File: config.mk
export PLATFORM = sky130hd
export DESIGN_NAME = base64_run_length_encoder_flat
export DESIGN_NICKNAME = d
export VERILOG_FILES = /design/src/rtl/core/b64rle_pkg.sv /design/src/rtl/core/b64rle_req_if.sv /design/src/rtl/core/b64rle_rsp_if.sv /design/src/rtl/core/b64rle_front.sv /design/src/rtl/core/b64rle_queue.sv /design/src/rtl/core/b64rle_back.sv /design/src/rtl/core/base64_run_length_encoder.sv /design/src/flat_wrapper.sv
export SDC_FILE = /design/constraint.sdc
export NUM_CORES = 1
export LEC_CHECK = 0
export ABC_CLOCK_PERIOD_IN_PS = 4059
export BUFFER_PORTS_ARGS = -buffer_cell sky130_fd_sc_hd__buf_2
export CORE_ASPECT_RATIO = 0.75
export CORE_MARGIN = 3
export CORE_UTILIZATION = 40
export DETAILED_ROUTE_END_ITERATION = 7
export PLACE_DENSITY_LB_ADDON = 0.3
export SLEW_MARGIN = 20
export SYNTH_ARGS = -nofsm -noshare
export SYNTH_HDL_FRONTEND = slang
export SYNTH_SLANG_ARGS = --single-unit
File: constraint.sdc
create_clock -name clock -period 4.06 [get_ports clock]
set_input_delay 0 -clock clock [delete_from_list [all_inputs] [get_ports clock]]
set_output_delay 0 -clock clock [all_outputs]
set_load 0.01 [all_outputs]
File: src/rtl/core/b64rle_pkg.sv
// ----------------------------------------------------------------------------
// Base64 run-length encoder package
// Shared constants, queue entry types and the base64 alphabet lookup.
// ----------------------------------------------------------------------------
package b64rle_pkg;

   localparam logic OpData = 1'b0;
   localparam logic OpEnd  = 1'b1;

   localparam logic [7:0] RunMark     = 8'h40;
   localparam logic [5:0] RunCap      = 6'd63;
   localparam logic [5:0] RunPlainMax = 6'd3;
   localparam logic [7:0] PadChar     = 8'h3D;

   localparam logic [1:0] GroupFull = 2'd3;

   localparam int QueueDepth = 2;
   localparam int QueuePtrW  = (QueueDepth > 1) ? $clog2(QueueDepth) : 1;
   localparam int QueueCntW  = $clog2(QueueDepth + 1);

   // Up to two base64 groups of four characters, in emission order.
   typedef struct packed {
      logic [7:0][7:0] chars;
      logic [1:0]      groups;
      logic            is_end;
   } entry_type;

   typedef struct packed {
      logic      valid;
      entry_type entry;
   } push_type;

   typedef struct packed {
      logic      valid;
      entry_type entry;
   } head_type;

   function automatic logic [7:0] alphabet_char(input logic [5:0] idx);
      logic [7:0] wide;
      logic [7:0] ch;
      wide = {2'b00, idx};
      priority if (idx < 6'd26) begin
         ch = wide + 8'd65;
      end else if (idx < 6'd52) begin
         ch = wide + 8'd71;
      end else if (idx < 6'd62) begin
         ch = wide - 8'd4;
      end else if (idx == 6'd62) begin
         ch = 8'h2B;
      end else begin
         ch = 8'h2F;
      end
      return ch;
   endfunction

   // Encodes n (1 to 3) bytes as four characters with '=' padding.
   function automatic logic [3:0][7:0] encode_group(input logic [7:0] b0,
                                                    input logic [7:0] b1,
                                                    input logic [7:0] b2,
                                                    input logic [1:0] n);
      logic [23:0]     g;
      logic [3:0][7:0] c;
      g    = {b0, (n > 2'd1) ? b1 : 8'h00, (n > 2'd2) ? b2 : 8'h00};
      c[0] = alphabet_char(g[23:18]);
      c[1] = alphabet_char(g[17:12]);
      c[2] = (n > 2'd1) ? alphabet_char(g[11:6]) : PadChar;
      c[3] = (n > 2'd2) ? alphabet_char(g[5:0]) : PadChar;
      return c;
   endfunction

endpackage

File: src/rtl/core/b64rle_req_if.sv
// ----------------------------------------------------------------------------
// Request channel
// Valid/ready channel carrying one data or end word into the encoder.
// ----------------------------------------------------------------------------
interface b64rle_req_if;
   logic        valid;
   logic        ready;
   logic        op;
   logic [31:0] word;

   modport source(output valid, output op, output word, input ready);
   modport sink(input valid, input op, input word, output ready);
endinterface

File: src/rtl/core/b64rle_rsp_if.sv
// ----------------------------------------------------------------------------
// Response channel
// Valid/ready channel carrying one encoded character out of the encoder.
// ----------------------------------------------------------------------------
interface b64rle_rsp_if;
   logic       valid;
   logic       ready;
   logic [7:0] out_char;
   logic       is_last;

   modport source(output valid, output out_char, output is_last, input ready);
   modport sink(input valid, input out_char, input is_last, output ready);
endinterface

File: src/rtl/core/b64rle_front.sv
// ----------------------------------------------------------------------------
// Encoder front end
// Accepts words, joins them with the pending bytes and turns every full
// three-byte group into four base64 characters for the queue, padding at end.
// ----------------------------------------------------------------------------
module b64rle_front (
   input  logic                 clock,
   input  logic                 reset,
   b64rle_req_if.sink           req_bus,
   input  logic                 queue_full,
   output b64rle_pkg::push_type push
);
   import b64rle_pkg::*;

   logic [15:0]     pend_bytes_ff, pend_bytes_in;
   logic [1:0]      pend_cnt_ff, pend_cnt_in;
   logic [5:0][7:0] bytes;
   logic [3:0][7:0] grp_lo, grp_hi, grp_end;
   logic            accept;

   assign req_bus.ready = !queue_full;
   assign accept        = req_bus.valid && req_bus.ready;

   always_comb begin
      unique case (pend_cnt_ff)
         2'd0:    bytes = {16'h0000, req_bus.word};
         2'd1:    bytes = {8'h00, req_bus.word, pend_bytes_ff[7:0]};
         default: bytes = {req_bus.word, pend_bytes_ff};
      endcase
   end

   assign grp_lo  = encode_group(bytes[0], bytes[1], bytes[2], GroupFull);
   assign grp_hi  = encode_group(bytes[3], bytes[4], bytes[5], GroupFull);
   assign grp_end = encode_group(pend_bytes_ff[7:0], pend_bytes_ff[15:8], 8'h00,
                                 pend_cnt_ff);

   always_comb begin
      pend_bytes_in     = pend_bytes_ff;
      pend_cnt_in       = pend_cnt_ff;
      push.valid        = accept;
      push.entry.chars  = {grp_hi, grp_lo};
      push.entry.groups = 2'd1;
      push.entry.is_end = 1'b0;
      if (req_bus.op == OpEnd) begin
         push.entry.chars  = {32'h0000_0000, grp_end};
         push.entry.groups = (pend_cnt_ff != 2'd0) ? 2'd1 : 2'd0;
         push.entry.is_end = 1'b1;
         pend_bytes_in     = 16'h0000;
         pend_cnt_in       = 2'd0;
      end else begin
         unique case (pend_cnt_ff)
            2'd0: begin
               pend_bytes_in = {8'h00, bytes[3]};
               pend_cnt_in   = 2'd1;
            end
            2'd1: begin
               pend_bytes_in = {bytes[4], bytes[3]};
               pend_cnt_in   = 2'd2;
            end
            default: begin
               // Six bytes make exactly two groups and nothing is left over.
               push.entry.groups = 2'd2;
               pend_bytes_in     = 16'h0000;
               pend_cnt_in       = 2'd0;
            end
         endcase
      end
   end

   always_ff @(posedge clock) begin
      if (reset) begin
         pend_bytes_ff <= 16'h0000;
         pend_cnt_ff   <= 2'd0;
      end else if (accept) begin
         pend_bytes_ff <= pend_bytes_in;
         pend_cnt_ff   <= pend_cnt_in;
      end
   end

endmodule

File: src/rtl/core/b64rle_queue.sv
// ----------------------------------------------------------------------------
// Encoder character queue
// Short FIFO of character groups between the front end and the run stage.
// ----------------------------------------------------------------------------
module b64rle_queue (
   input  logic                 clock,
   input  logic                 reset,
   input  b64rle_pkg::push_type push,
   output logic                 full,
   output b64rle_pkg::head_type head,
   input  logic                 pop
);
   import b64rle_pkg::*;

   entry_type              fifo_ff [QueueDepth];
   logic [QueuePtrW-1:0]   wr_ptr_ff, wr_ptr_in;
   logic [QueuePtrW-1:0]   rd_ptr_ff, rd_ptr_in;
   logic [QueueCntW-1:0]   count_ff, count_in;

   function automatic logic [QueuePtrW-1:0] next_ptr(input logic [QueuePtrW-1:0] ptr);
      logic [QueuePtrW-1:0] nxt;
      if (ptr == QueuePtrW'(QueueDepth - 1)) begin
         nxt = '0;
      end else begin
         nxt = ptr + QueuePtrW'(1);
      end
      return nxt;
   endfunction

   assign full       = (count_ff == QueueCntW'(QueueDepth));
   assign head.valid = (count_ff != '0);
   assign head.entry = fifo_ff[rd_ptr_ff];

   always_comb begin
      wr_ptr_in = push.valid ? next_ptr(wr_ptr_ff) : wr_ptr_ff;
      rd_ptr_in = pop ? next_ptr(rd_ptr_ff) : rd_ptr_ff;
      count_in  = count_ff;
      if (push.valid && !pop) begin
         count_in = count_ff + QueueCntW'(1);
      end else if (!push.valid && pop) begin
         count_in = count_ff - QueueCntW'(1);
      end
   end

   always_ff @(posedge clock) begin
      if (reset) begin
         wr_ptr_ff <= '0;
         rd_ptr_ff <= '0;
         count_ff  <= '0;
      end else begin
         wr_ptr_ff <= wr_ptr_in;
         rd_ptr_ff <= rd_ptr_in;
         count_ff  <= count_in;
      end
   end

   always_ff @(posedge clock) begin
      if (push.valid) begin
         fifo_ff[wr_ptr_ff] <= push.entry;
      end
   end

`ifndef NO_ASSERTIONS
   a_no_push_full: assert property (@(posedge clock) disable iff (reset)
      push.valid |-> !full)
      else $error("queue written while full");
   a_no_pop_empty: assert property (@(posedge clock) disable iff (reset)
      pop |-> head.valid)
      else $error("queue read while empty");
   a_count_range: assert property (@(posedge clock) disable iff (reset)
      count_ff <= QueueCntW'(QueueDepth))
      else $error("queue count beyond depth");
`endif

endmodule

File: src/rtl/core/b64rle_back.sv
// ----------------------------------------------------------------------------
// Encoder run stage
// Walks the queued characters one per cycle while the output is free and no
// run drains, counts runs and emits closed runs via the response register.
// ----------------------------------------------------------------------------
module b64rle_back (
   input  logic                 clock,
   input  logic                 reset,
   input  b64rle_pkg::head_type head,
   output logic                 pop,
   b64rle_rsp_if.source         rsp_bus
);
   import b64rle_pkg::*;

   logic            run_open_ff, run_open_in;
   logic [7:0]      run_char_ff, run_char_in;
   logic [5:0]      run_len_ff, run_len_in;
   logic [2:0]      idx_ff, idx_in;
   logic [1:0][7:0] rem_ff, rem_in;
   logic [1:0]      rem_cnt_ff, rem_cnt_in;
   logic            rem_last_ff, rem_last_in;
   logic            rsp_valid_ff, rsp_valid_in;
   logic [7:0]      rsp_char_ff, rsp_char_in;
   logic            rsp_last_ff, rsp_last_in;

   logic            out_free;
   logic [3:0]      nchar;
   logic [7:0]      cur;
   logic            extend;
   logic [7:0]      close_first;
   logic [1:0][7:0] close_rem;
   logic [1:0]      close_cnt;
   logic            emit;
   logic [7:0]      emit_char;
   logic            emit_last;

   assign out_free = !rsp_valid_ff || rsp_bus.ready;
   assign nchar    = {head.entry.groups, 2'b00};
   assign cur      = head.entry.chars[idx_ff];
   assign extend   = run_open_ff && (run_char_ff == cur) && (run_len_ff != RunCap);

   // A long run leaves as mark, character, count; a short one as copies.
   always_comb begin
      if (run_len_ff > RunPlainMax) begin
         close_first = RunMark;
         close_rem   = {alphabet_char(run_len_ff), run_char_ff};
         close_cnt   = 2'd2;
      end else begin
         close_first = run_char_ff;
         close_rem   = {run_char_ff, run_char_ff};
         close_cnt   = run_len_ff[1:0] - 2'd1;
      end
   end

   always_comb begin
      run_open_in  = run_open_ff;
      run_char_in  = run_char_ff;
      run_len_in   = run_len_ff;
      idx_in       = idx_ff;
      rem_in       = rem_ff;
      rem_cnt_in   = rem_cnt_ff;
      rem_last_in  = rem_last_ff;
      pop          = 1'b0;
      emit         = 1'b0;
      emit_char    = 8'h00;
      emit_last    = 1'b0;
      rsp_valid_in = rsp_valid_ff;
      rsp_char_in  = rsp_char_ff;
      rsp_last_in  = rsp_last_ff;
      if (out_free) begin
         priority if (rem_cnt_ff != 2'd0) begin
            emit       = 1'b1;
            emit_char  = rem_ff[0];
            emit_last  = rem_last_ff && (rem_cnt_ff == 2'd1);
            rem_in     = {8'h00, rem_ff[1]};
            rem_cnt_in = rem_cnt_ff - 2'd1;
         end else if (head.valid) begin
            if ({1'b0, idx_ff} < nchar) begin
               if (extend) begin
                  run_len_in = run_len_ff + 6'd1;
               end else begin
                  if (run_open_ff) begin
                     emit        = 1'b1;
                     emit_char   = close_first;
                     rem_in      = close_rem;
                     rem_cnt_in  = close_cnt;
                     rem_last_in = 1'b0;
                  end
                  run_open_in = 1'b1;
                  run_char_in = cur;
                  run_len_in  = 6'd1;
               end
               idx_in = idx_ff + 3'd1;
               // A data entry leaves the queue with its last character.
               if (({1'b0, idx_ff} + 4'd1 == nchar) && !head.entry.is_end) begin
                  pop    = 1'b1;
                  idx_in = 3'd0;
               end
            end else begin
               // End entry: close the open run and mark its final character.
               if (run_open_ff) begin
                  emit        = 1'b1;
                  emit_char   = close_first;
                  emit_last   = (close_cnt == 2'd0);
                  rem_in      = close_rem;
                  rem_cnt_in  = close_cnt;
                  rem_last_in = 1'b1;
               end
               run_open_in = 1'b0;
               run_char_in = 8'h00;
               run_len_in  = 6'd0;
               pop         = 1'b1;
               idx_in      = 3'd0;
            end
         end
         rsp_valid_in = emit;
         rsp_char_in  = emit_char;
         rsp_last_in  = emit_last;
      end
   end

   always_ff @(posedge clock) begin
      if (reset) begin
         run_open_ff  <= 1'b0;
         run_char_ff  <= 8'h00;
         run_len_ff   <= 6'd0;
         idx_ff       <= 3'd0;
         rem_cnt_ff   <= 2'd0;
         rem_last_ff  <= 1'b0;
         rsp_valid_ff <= 1'b0;
      end else begin
         run_open_ff  <= run_open_in;
         run_char_ff  <= run_char_in;
         run_len_ff   <= run_len_in;
         idx_ff       <= idx_in;
         rem_cnt_ff   <= rem_cnt_in;
         rem_last_ff  <= rem_last_in;
         rsp_valid_ff <= rsp_valid_in;
      end
   end

   always_ff @(posedge clock) begin
      rem_ff      <= rem_in;
      rsp_char_ff <= rsp_char_in;
      rsp_last_ff <= rsp_last_in;
   end

   assign rsp_bus.valid    = rsp_valid_ff;
   assign rsp_bus.out_char = rsp_char_ff;
   assign rsp_bus.is_last  = rsp_last_ff;

`ifndef NO_ASSERTIONS
   a_run_len_nonzero: assert property (@(posedge clock) disable iff (reset)
      run_open_ff |-> (run_len_ff != 6'd0))
      else $error("open run with zero length");
   a_drain_before_pop: assert property (@(posedge clock) disable iff (reset)
      (rem_cnt_ff != 2'd0) |-> !pop)
      else $error("entry released while a run is still being emitted");
   a_last_closes_all: assert property (@(posedge clock) disable iff (reset)
      (rsp_valid_ff && rsp_last_ff) |-> (!run_open_ff && (rem_cnt_ff == 2'd0)))
      else $error("last character shown while output remains");
`endif

endmodule

File: src/rtl/core/base64_run_length_encoder.sv
// ----------------------------------------------------------------------------
// Base64 run-length encoder
// Encodes 32-bit words as base64 characters, then run-length codes them.
// ----------------------------------------------------------------------------
// Usage: req_bus takes one word per handshake; op selects a data word (bytes
// low first) or the end of the stream. rsp_bus returns the encoded
// characters one per handshake, with is_last set on the final character of
// an end word. An end word with nothing pending and no open run yields none.
// A character that closes a run passes through the queue and then the response
// register; characters held in an open run leave later.
// Throughput: the run stage walks the base64 characters one per cycle while
// the output is free (four or eight per data word, four or none for an end
// word); it also closes the run at an end word, and it waits while each
// further character of a closed run (mark, character, count) leaves.
// A two-entry queue lets the front accept words while the run stage is busy.
// Reset clears the pending bytes, the open run and the queue.
// When the receiver stalls, the output register holds its character and
// the run stage waits; the front fills the queue and then drops ready.
// ----------------------------------------------------------------------------
module base64_run_length_encoder (
   input  logic         clock,
   input  logic         reset,
   b64rle_req_if.sink   req_bus,
   b64rle_rsp_if.source rsp_bus
);
   import b64rle_pkg::*;

   push_type push;
   head_type head;
   logic     queue_full;
   logic     pop;

   b64rle_front u_front (
      .clock      (clock),
      .reset      (reset),
      .req_bus    (req_bus),
      .queue_full (queue_full),
      .push       (push)
   );

   b64rle_queue u_queue (
      .clock (clock),
      .reset (reset),
      .push  (push),
      .full  (queue_full),
      .head  (head),
      .pop   (pop)
   );

   b64rle_back u_back (
      .clock   (clock),
      .reset   (reset),
      .head    (head),
      .pop     (pop),
      .rsp_bus (rsp_bus)
   );

endmodule

File: src/flat_wrapper.sv
// flat-port wrapper written by rule: the top's interface ports become plain ports
module base64_run_length_encoder_flat import b64rle_pkg::*;
  (clock, reset, req_bus_valid, req_bus_op, req_bus_word, req_bus_ready, rsp_bus_valid, rsp_bus_out_char, rsp_bus_is_last, rsp_bus_ready);
  b64rle_req_if req_bus_i ();
  b64rle_rsp_if rsp_bus_i ();
  input  logic clock;
  input  logic reset;
  input wire logic [$bits(req_bus_i.valid)-1:0] req_bus_valid;
  input wire logic [$bits(req_bus_i.op)-1:0] req_bus_op;
  input wire logic [$bits(req_bus_i.word)-1:0] req_bus_word;
  output wire logic [$bits(req_bus_i.ready)-1:0] req_bus_ready;
  output wire logic [$bits(rsp_bus_i.valid)-1:0] rsp_bus_valid;
  output wire logic [$bits(rsp_bus_i.out_char)-1:0] rsp_bus_out_char;
  output wire logic [$bits(rsp_bus_i.is_last)-1:0] rsp_bus_is_last;
  input wire logic [$bits(rsp_bus_i.ready)-1:0] rsp_bus_ready;
  assign req_bus_i.valid = req_bus_valid;
  assign req_bus_i.op = req_bus_op;
  assign req_bus_i.word = req_bus_word;
  assign req_bus_ready = req_bus_i.ready;
  assign rsp_bus_valid = rsp_bus_i.valid;
  assign rsp_bus_out_char = rsp_bus_i.out_char;
  assign rsp_bus_is_last = rsp_bus_i.is_last;
  assign rsp_bus_i.ready = rsp_bus_ready;
  base64_run_length_encoder u_core (.clock(clock), .reset(reset), .req_bus(req_bus_i), .rsp_bus(rsp_bus_i));
endmodule
After elaboration in Yosys (flattened, before gate mapping)
Memories as Yosys holds them, arrays and structs flattened. A register that Yosys moved wholly into a read port is not among the register bits.
Index checks and enable logic that the tools add are counted.
{ "word_totals": {"elab_cells": 264, "ff_bits": 69, "ram_bits": 134, "output_inout_bits": 11, "memories": 1} }
{ "classes": {"muxes": 114, "n_reduce_logical": 27, "n_addsub": 45, "order_cmp": 41, "eq_ne": 19, "bitwise": 1} }
{ "mem_list": {"columns": ["name", "depth", "word_bits", "rd", "rd_ports_with_merged_regs", "write_ports", "line_no", "rtl"], "rows": [
  ["u_core.u_queue.fifo_ff", 2, 67, 1, 1, 1, "b64rle_queue.sv:15", "entry_type fifo_ff [QueueDepth];"]
]} }
{ "ops": {"columns": ["op", "count"], "rows": [
  ["2-to-1 mux 8 bit", 48],
  ["adder 6 x 7 -> 8 bit, second input constant", 24],
  ["less-than comparator 6 bit, second input constant", 24],
  ["2-to-1 mux 16 bit", 6],
  ["one-hot mux 48 bit (2 select lines)", 1],
  ["subtractor 6 x 3 -> 7 bit, second input constant", 12],
  ["less-than comparator 6 x 5 -> 1 bit, second input constant", 12],
  ["equality test 6 bit, second input constant", 11],
  ["2-to-1 mux 64 bit", 1],
  ["2-to-1 mux 3 bit", 13],
  ["one-hot mux 16 bit (2 select lines)", 1],
  ["2-to-1 mux 1 bit", 28],
  ["binary-select mux 8 bit (select 3 bit)", 1],
  ["2-to-1 mux 2 bit", 11],
  ["nonzero test 2 bit", 7],
  ["2-to-1 mux 6 bit", 2],
  ["equality test 8 bit", 1],
  ["logical AND 1 bit", 7],
  ["2-to-1 mux 7 bit", 1],
  ["adder 6 x 1 -> 6 bit, second input constant", 1],
  ["greater-than comparator 6 x 2 -> 1 bit, second input constant", 1],
  ["!= test 6 bit, second input constant", 1],
  ["AND reduction 3 bit", 2],
  ["AND reduction 6 bit", 1],
  ["other kinds (21)", 30]
]} }

Logic depth before layout (Yosys ltp)
Gate-level depths: netlist (run 1).
{ "logic_depth": {"word_depth": 11, "ltp_mapped": 14, "depth_no_buf": 11} }

Modules after synthesis
Synthesis (run 1) repeated with hierarchy kept, for this count alone.
{ "hier_totals": {"cells_unflattened": 1352, "area_unflattened_um2": 13758.2} }
{ "by_module_without_submodules": {"columns": ["module", "instances", "cells_each", "area_per_inst_um2"], "rows": [
  ["b64rle_front", 1, 779, 5350.1],
  ["b64rle_queue", 1, 230, 5156.2],
  ["b64rle_back", 1, 343, 3251.9]
]} }

Worst setup path before layout (run 1)
Ideal clock, no wire load.
{ "synth_timing": {"path_type": "reg2reg", "startpoint": "register u_core.u_queue.count_ff[0]", "endpoint": "memory u_core.u_queue.fifo_ff[0][0] (netlist name), enable pin", "path_buffers": 2, "setup_time_ns": 0.494, "setup_slack_ns": -0.298, "path_stages_with_launch": 6, "arrival_ns": 3.864, "path_cell_list": "dfxtp_1 clkbuf_1 nand2b_1 nand2_1 clkbuf_1 nor2_1"} }
{ "synth_between": {"elab_chain_len": 5} }
{ "synth_rtl": {"columns": ["element", "line_no", "rtl"], "rows": [
  ["from (decl)", "b64rle_queue.sv:18", "logic [QueueCntW-1:0] count_ff, count_in;"],
  ["from (signal assigned)", "b64rle_queue.sv:53", "count_ff <= count_in;"],
  ["equality test 2 bit", "b64rle_queue.sv:30", "assign full = (count_ff == QueueCntW'(QueueDepth));"],
  ["zero test 1 bit", "b64rle_front.sv:21", "assign req_bus.ready = !queue_full;"],
  ["via req_bus_ready", "flat_wrapper.sv:11", "output wire logic [$bits(req_bus_i.ready)-1:0] req_bus_ready;"],
  ["logical AND 1 bit", "b64rle_front.sv:22", "assign accept = req_bus.valid && req_bus.ready;"],
  ["2-to-1 mux 1 bit", "b64rle_queue.sv:58", "if (push.valid) begin"],
  ["2-to-1 mux 1 bit (not written as such)", "b64rle_queue.sv:59", "fifo_ff[wr_ptr_ff] <= push.entry;"],
  ["to (decl)", "b64rle_queue.sv:15", null]
]} }
The timed path passes the listed nets, and every way through them passes these cells.

==> out/qor.txt, run 1 <==
Number of vias per cell after detailed routing - 5.848
Initial cell density of the core - 41.39%
Die area - 0.03515 mm2
Worst min-delay path class - input pin to flop
Top-level I/O count - 48
Worst setup slack after placement - 0.2705 ns
Crit share post-route - 92.63%
Unrepaired setup endpoints after global routing - no
Worst-Skew Late Latency - 0.51 ns
Total of fill cells in the finished design - 3006
Starting DRT DRC Count - 1013
Number of buffers inserted to repair setup after CTS - 0
Number of synthesized register bits - 204
Die outline height - 163.1 um
Post-Route Setup TNS - 0 ns
Port Buffers - 47
Ys Warns - 0
Min Hold Slack - 0.02669 ns
Final period demand of the worst path - 3.761 ns
Sort of element at the start of the critical path - flop
Leakage power figure - 5.434 nW
Row count - 56
Normalized max-slew margin - 38.67%
Share of post-route cells with drive strength above 1 - 13.54%
Worst Clk Skew - 0.01426 ns
Total wire length after detailed routing - 36840 um
Number of antenna violations at the first check in global routing - 0
Htree depth - 1
Count of placed standard cells including taps - 1776
Kind of end point of the critical path - flop
Max clock buf depth - 3
Final weighted congestion in routability-driven placement - 0.9106
Setup slack of the critical path after layout - 0.2991 ns
Gate count after technology mapping - 1325
Chip width - 215.5 um
Final Setup Violations - 0
Setup Crit Path Kind - flop to flop
Pwr per Cell Area - 505.9 mW/mm2
Endpoint arrival time on the critical path - 3.89 ns
Total GRT Usage - 20.76%
Highest clock rate - 0.2659 GHz
N_diodes - 0
Count of flip-flops with a built-in enable after synthesis - 159
Pins Over Slew Limit - 0
Share of the yosys chip area belonging to registers - 43.11%
Remaining antenna violation count after routing - 0
Non-filler instance count after layout - 1831
Clock net sink count - 204
Post-synthesis net count - 1422
CTS tree - yes
Worst slew pin tran - 0.9138 ns
Share of synthesized registers carrying an async set or reset - 0%
Synthesized area - 0.01317 mm2
Most frequent standard cell in the layout excluding fill and tap cells - edfxtp_1
Most used flip-flop cell after synthesis - edfxtp_1
Post-detailed-route wirelength per cell - 20.12 um
Final-stage net count - 1478
Pwr Total - 7.505 mW
Avg Cell Area, Syn - 9.937 um2
Number of global-route vias before repair - 9868
Endpoint required time on the critical path - 4.19 ns
Synth unique cells - 75
Maximum vdd ir drop - 0.0003058 V
Wire length of the first global-routing pass - 58090 um
Final HPWL DP - 27180 um
Synth-to-layout area growth - 12.68%
Result of the run - finished clean
Number of CTS-inserted buffers - 22
CTS Root Buffer Type - clkbuf_16
Number of max-cap violations - 0
Final hold vios - 0
Clock-pin slew on the worst setup and hold paths - 0.06 ns
Total grt overflow - 0
Overall via count from detail_route - 10.71k
Pin count of the biggest net entering global routing - 68
Critical Path Fanout Max - 23
Detailed-route DRC error count - 0
Number of search-and-repair iterations in the first detailed-routing pass - 5
Floorplan core area - 0.03181 mm2
Most frequent cells in the layout - edfxtp_1, nand2_1, nor2_1, a21oi_1, o21ai_0
## metal layers
layer	track usage [%]	share of wire, %
met3	2.715	7.2
met1	32.96	49
met2	30.36	42
met5	0	0
met4	3.633	1.4
## cell usage after synthesis, drive strengths merged (4+ instances only)
cell type	n	area (um2)
edfxtp	159	4775
nand2	140	525.5
nor2	110	412.9
a21oi	103	526.8
o21ai	88	440.4
inv	65	244.0
mux2i	61	610.6
clkbuf	60	225.2
ha	60	750.7
dfxtp	45	900.9
nand3	38	190.2
nor3	32	160.2
mux4	30	709.4
a22oi	26	195.2
mux2	25	281.5
a211oi	22	170.2
a31oi	21	131.4
xnor2	20	175.2
a22o	16	140.1
buf	16	118.9
nand2b	16	100.1
o211ai	14	110.1
o22ai	12	75.07
xor2	12	105.1
a21o	11	82.58
nor2b	10	65.06
o21a	10	75.07
o221ai	9	78.83
a311oi	7	61.31
or3	7	43.79
a221oi	6	52.55
nand4	6	37.54
nor4	6	52.55
nor4b	4	50.05
o21bai	4	30.03
or2	4	25.02
## cells by family (layout without fill, tap and decap cells)
logic type	count (synthesis)	count (layout)	synth area share, %
flops	204	204	43.11
compound gates	381	381	18.76
buf+inv	141	212	4.466
xor+xnor	32	32	2.129
fa+ha+maj	60	60	5.702
simple gates	391	391	13.67
mux	116	116	12.16
## final cells by class
class / instances / area (um2) / area share [%]
Timing Repair Buffer: 108 / 758.2 / 5.111
Multi-Input combinational cell: 980 / 6922 / 46.66
Clock inverter: 9 / 77.57 / 0.5229
Clock buffer: 30 / 611.8 / 4.124
Sequential cell: 204 / 5678 / 38.27
Tap cell: 435 / 544.3 / 3.669
Inverter: 65 / 244.0 / 1.645
## registers in the layout, indices dropped and copies added (netlist names), named ones only
signal	cells
u_core.u_queue.fifo_ff	134
u_core.u_back.rem_ff	16
u_core.u_front.pend_bytes_ff	16
u_core.u_back.rsp_bus.out_char	8
u_core.u_back.run_char_ff	8
u_core.u_back.run_len_ff	6
u_core.u_back.idx_ff	3
u_core.u_back.rem_cnt_ff	2
u_core.u_front.pend_cnt_ff	2
u_core.u_queue.count_ff	2
u_core.u_back.rem_last_ff	1
u_core.u_back.rsp_bus.is_last	1
u_core.u_back.rsp_bus.valid	1
u_core.u_back.run_open_ff	1
u_core.u_queue.rd_ptr_ff	1
u_core.u_queue.wr_ptr_ff	1
## per-stage QoR
step	area [um2]	utilization, %
after floorplan	13170	-
after global placement	13980	43.95
after detailed placement	13980	43.95
after CTS	14830	46.63
after global routing	14840	46.64
final	14840	46.64
## power breakdown
group          total (mW)  internal [mW]  switching, mW
Clock                1.94           1.12          0.812
Sequential           3.05           2.78          0.270
Combinational        2.52           1.00           1.52
## path summary, 6_finish.rpt
path                                  from                               to  slack (ns)  depth (start not counted)
setup / recovery                      flop         u_core.u_back.rem_ff[15]        0.30                          9
hold / removal            req_bus_word[22]  u_core.u_front.pend_bytes_ff[6]        0.03                          4
setup reg to reg                      flop         u_core.u_back.rem_ff[15]        0.30                          9
hold reg to reg   u_core.u_queue.rd_ptr_ff         u_core.u_queue.rd_ptr_ff        0.51                          2
## what timing repair did
action                                 CTS  global route
setup endpoints to repair                0             1
resized for setup                        0             1
endpoints found under the hold margin   17             0
hold buffers                            16             0
## critical path, cell delays in order, from the launching register on
cell      delay [ns]
dfxtp_2         0.46
buf_4           0.44
mux4_2          0.58
mux2i_1         0.24
mux2_2          0.38
o211ai_2        0.13
nor4_4          0.12
nand2_1         0.23
o21ai_0         0.14
a21oi_1         0.66
Note: power is estimated with default switching activity, not from simulation.
==> run 2, diff against run 1 <==
- ABC_CLOCK_PERIOD_IN_PS: 4059 -> 4800
- clock period: 4.06 -> 4.8 ns (I/O delays scaled with it)
==> out/qor.txt, run 2 (synthesis results as in run 1) <==
Share of post-route cells with drive strength above 1 - 11.85%
Setup slack of the critical path after layout - 1.012 ns
Worst-Skew Late Latency - 0.50 ns
Worst r2r src - u_core.u_front.pend_cnt_ff[1]
Synth-to-layout area growth - 11.37%
Reg2Reg Capture Point - u_core.u_queue.fifo_ff[1][8]
Clock network power share - 25.9%
Die area - 0.03515 mm2
Gate power share - 33.2%
Final weighted congestion in routability-driven placement - 0.9059
Number of max-cap violations - 0
N_diodes - 0
Post-detailed-route wirelength per cell - 19.84 um
Wire length on met3 - 3475 um
Hold wc startpoint - req_bus_op
Floorplan core area - 0.03181 mm2
Setup Crit Path Kind - flop to flop
Leakage power figure - 5.311 nW
Clock net sink count - 204
Final Setup Violations - 0
Registers with the most flip-flops - u_core.u_queue.fifo_ff: 134 flops, u_core.u_back.rem_ff: 16 flops, u_core.u_front.pend_bytes_ff: 16 flops
Switching power - 2.151 mW
Number of vias per cell after detailed routing - 5.860
Resize count post-CTS - 0
Worst R2R Path Depth - 8
Worst min-delay path endpoint - u_core.u_queue.fifo_ff[0][0]
Die outline height - 163.1 um
Normalized max-slew margin - 28.85%
Final hold vios - 0
Result of the run - finished clean
Final standard cell area without fillers - 0.01466 mm2
Critical Path Fanout Max - 31
Worst setup slack after placement - 1.043 ns
Max reg flops - 134
Total grt overflow - 0
Final period demand of the worst path - 3.788 ns
Highest clock rate - 0.2640 GHz
Clock-pin slew on the worst setup and hold paths - 0.06 ns
Overall via count from detail_route - 10.61k
Pins Over Slew Limit - 0
Placed Instance Area - 0.01379 mm2
Number of antenna violations at the first check in global routing - 0
Htree depth - 1
Number of global-route vias before repair - 9968
Total GRT Usage - 20.10%
Pwr per Cell Area - 428.5 mW/mm2
Register name with the most flops - u_core.u_queue.fifo_ff
Number of search-and-repair iterations in the first detailed-routing pass - 6
Sort of element at the start of the critical path - flop
Pin count of the biggest net entering global routing - 68
Hold depth - 1
Chip width - 215.5 um
Part of the total power dissipated in sequential elements - 40.9%
Row count - 56
Detailed-route DRC error count - 0
CTS tree - yes
Endpoint required time on the critical path - 4.99 ns
Unrepaired setup endpoints after global routing - no
Most frequent standard cell in the layout excluding fill and tap cells - edfxtp_1
Post-Route Setup TNS - 0 ns
Worst Clk Skew - 0.01472 ns
Routed wl met2 - 15220 um
Total wire length after detailed routing - 35920 um
Max clock buf depth - 3
Highest routing layer actually used - met4
Starting DRT DRC Count - 1018
Number of CTS-inserted buffers - 23
Port Buffers - 47
Wire length of the first global-routing pass - 56320 um
Final HPWL DP - 26450 um
Final-stage net count - 1456
Worst-case register-to-register setup slack - 1.01 ns
Crit share post-route - 78.92%
Initial cell density of the core - 41.39%
Routed length on met1 - 16680 um
Final standard cell utilization of the core - 46.09%
Remaining antenna violation count after routing - 0
Switch share - 34.24%
Kind of end point of the critical path - flop
Top-level I/O count - 48
Most frequent cells in the layout - edfxtp_1, nand2_1, nor2_1, a21oi_1, o21ai_0
CTS Root Buffer Type - clkbuf_16
Worst slew pin tran - 1.059 ns
Maximum vdd ir drop - 0.0002608 V
Internal Dissipation - 4.131 mW
Worst min-delay path class - input pin to flop
Endpoint arrival time on the critical path - 3.98 ns
run 2: changes by cell type in the layout (fill, tap and decap cells not counted), moves of 2 or more:
cell	before	now
clkinv_2	4	2
clkbuf_1	6	12
clkinv_1	2	0
buf_4	43	20
run 2: area by class of cell:
type	instances	area, um2
fillers	2996	17150
multi-input cells	980	6925
flip-flops and latches	204	5678
clock buffers	37	648.1
repair buffers	85	575.6
well taps	435	544.3
inverters	65	244.0
clock inverters	4	47.55
run 2: power by group through the flow:
| stage | sequential (mW) | combinational [mW] | clock [mW] |
|---|---|---|---|
| after floorplan | 2.51 | 1.58 | 0 |
| after global placement | 2.60 | 2.04 | 0 |
| after detailed placement | 2.60 | 2.06 | 0 |
| after CTS | 2.57 | 2.07 | 1.66 |
| after global routing | 2.60 | 2.29 | 1.74 |
| final | 2.57 | 2.09 | 1.63 |
run 2: worst max path at each step:
stage | from | end | slack [ns] | cells after the start
floorplan | u_core.u_queue.count_ff[0] | u_core.u_queue.fifo_ff[0][0] | 0.44 | 5
global placement | u_core.u_back.idx_ff[2] | u_core.u_back.rem_ff[2] | 1.14 | 9
detailed placement | u_core.u_back.idx_ff[2] | u_core.u_back.rem_ff[1] | 1.04 | 9
CTS | u_core.u_back.idx_ff[2] | u_core.u_back.rem_ff[4] | 1.03 | 9
global route | u_core.u_front.pend_cnt_ff[0] | u_core.u_queue.fifo_ff[1][46] | 0.58 | 11
finish | u_core.u_front.pend_cnt_ff[1] | u_core.u_queue.fifo_ff[1][8] | 1.01 | 8
run 2: metal layers:
| layer | vias up | global-route usage [%] |
|---|---|---|
| li1 | 5050 | - |
| met1 | 5107 | 29.19 |
| met2 | 410 | 29.61 |
| met3 | 39 | 6.249 |
| met4 | 0 | 4.143 |
| met5 | - | 0 |
run 2: critical path, stage by stage, from the launching register on:
cell and delay, ns:
dfxtp_2 0.71, nor2_1 0.08, buf_4 0.23, o21ai_0 0.60, ha_1 0.36, a21oi_1 0.06
o21ai_1 0.57, o21ai_0 0.18, o21ai_0 0.67
run 2: stage by stage:
stage | hold WS (ns) | cells | power [mW]
2_1_floorplan | 0.09887 | 1325 | 4.095
3_3_place_gp | 0.3056 | 1752 | 4.632
3_5_place_dp | 0.3199 | 1752 | 4.657
4_1_cts | 0.001805 | 1810 | 6.301
5_1_grt | 0.02521 | 1810 | 6.632
6_report | 0.02065 | 1810 | 6.282
run 2: what timing repair did:
item,CTS,global route
hold buffers,17,0
hold endpoints to repair,17,0
buffers inserted,0,0
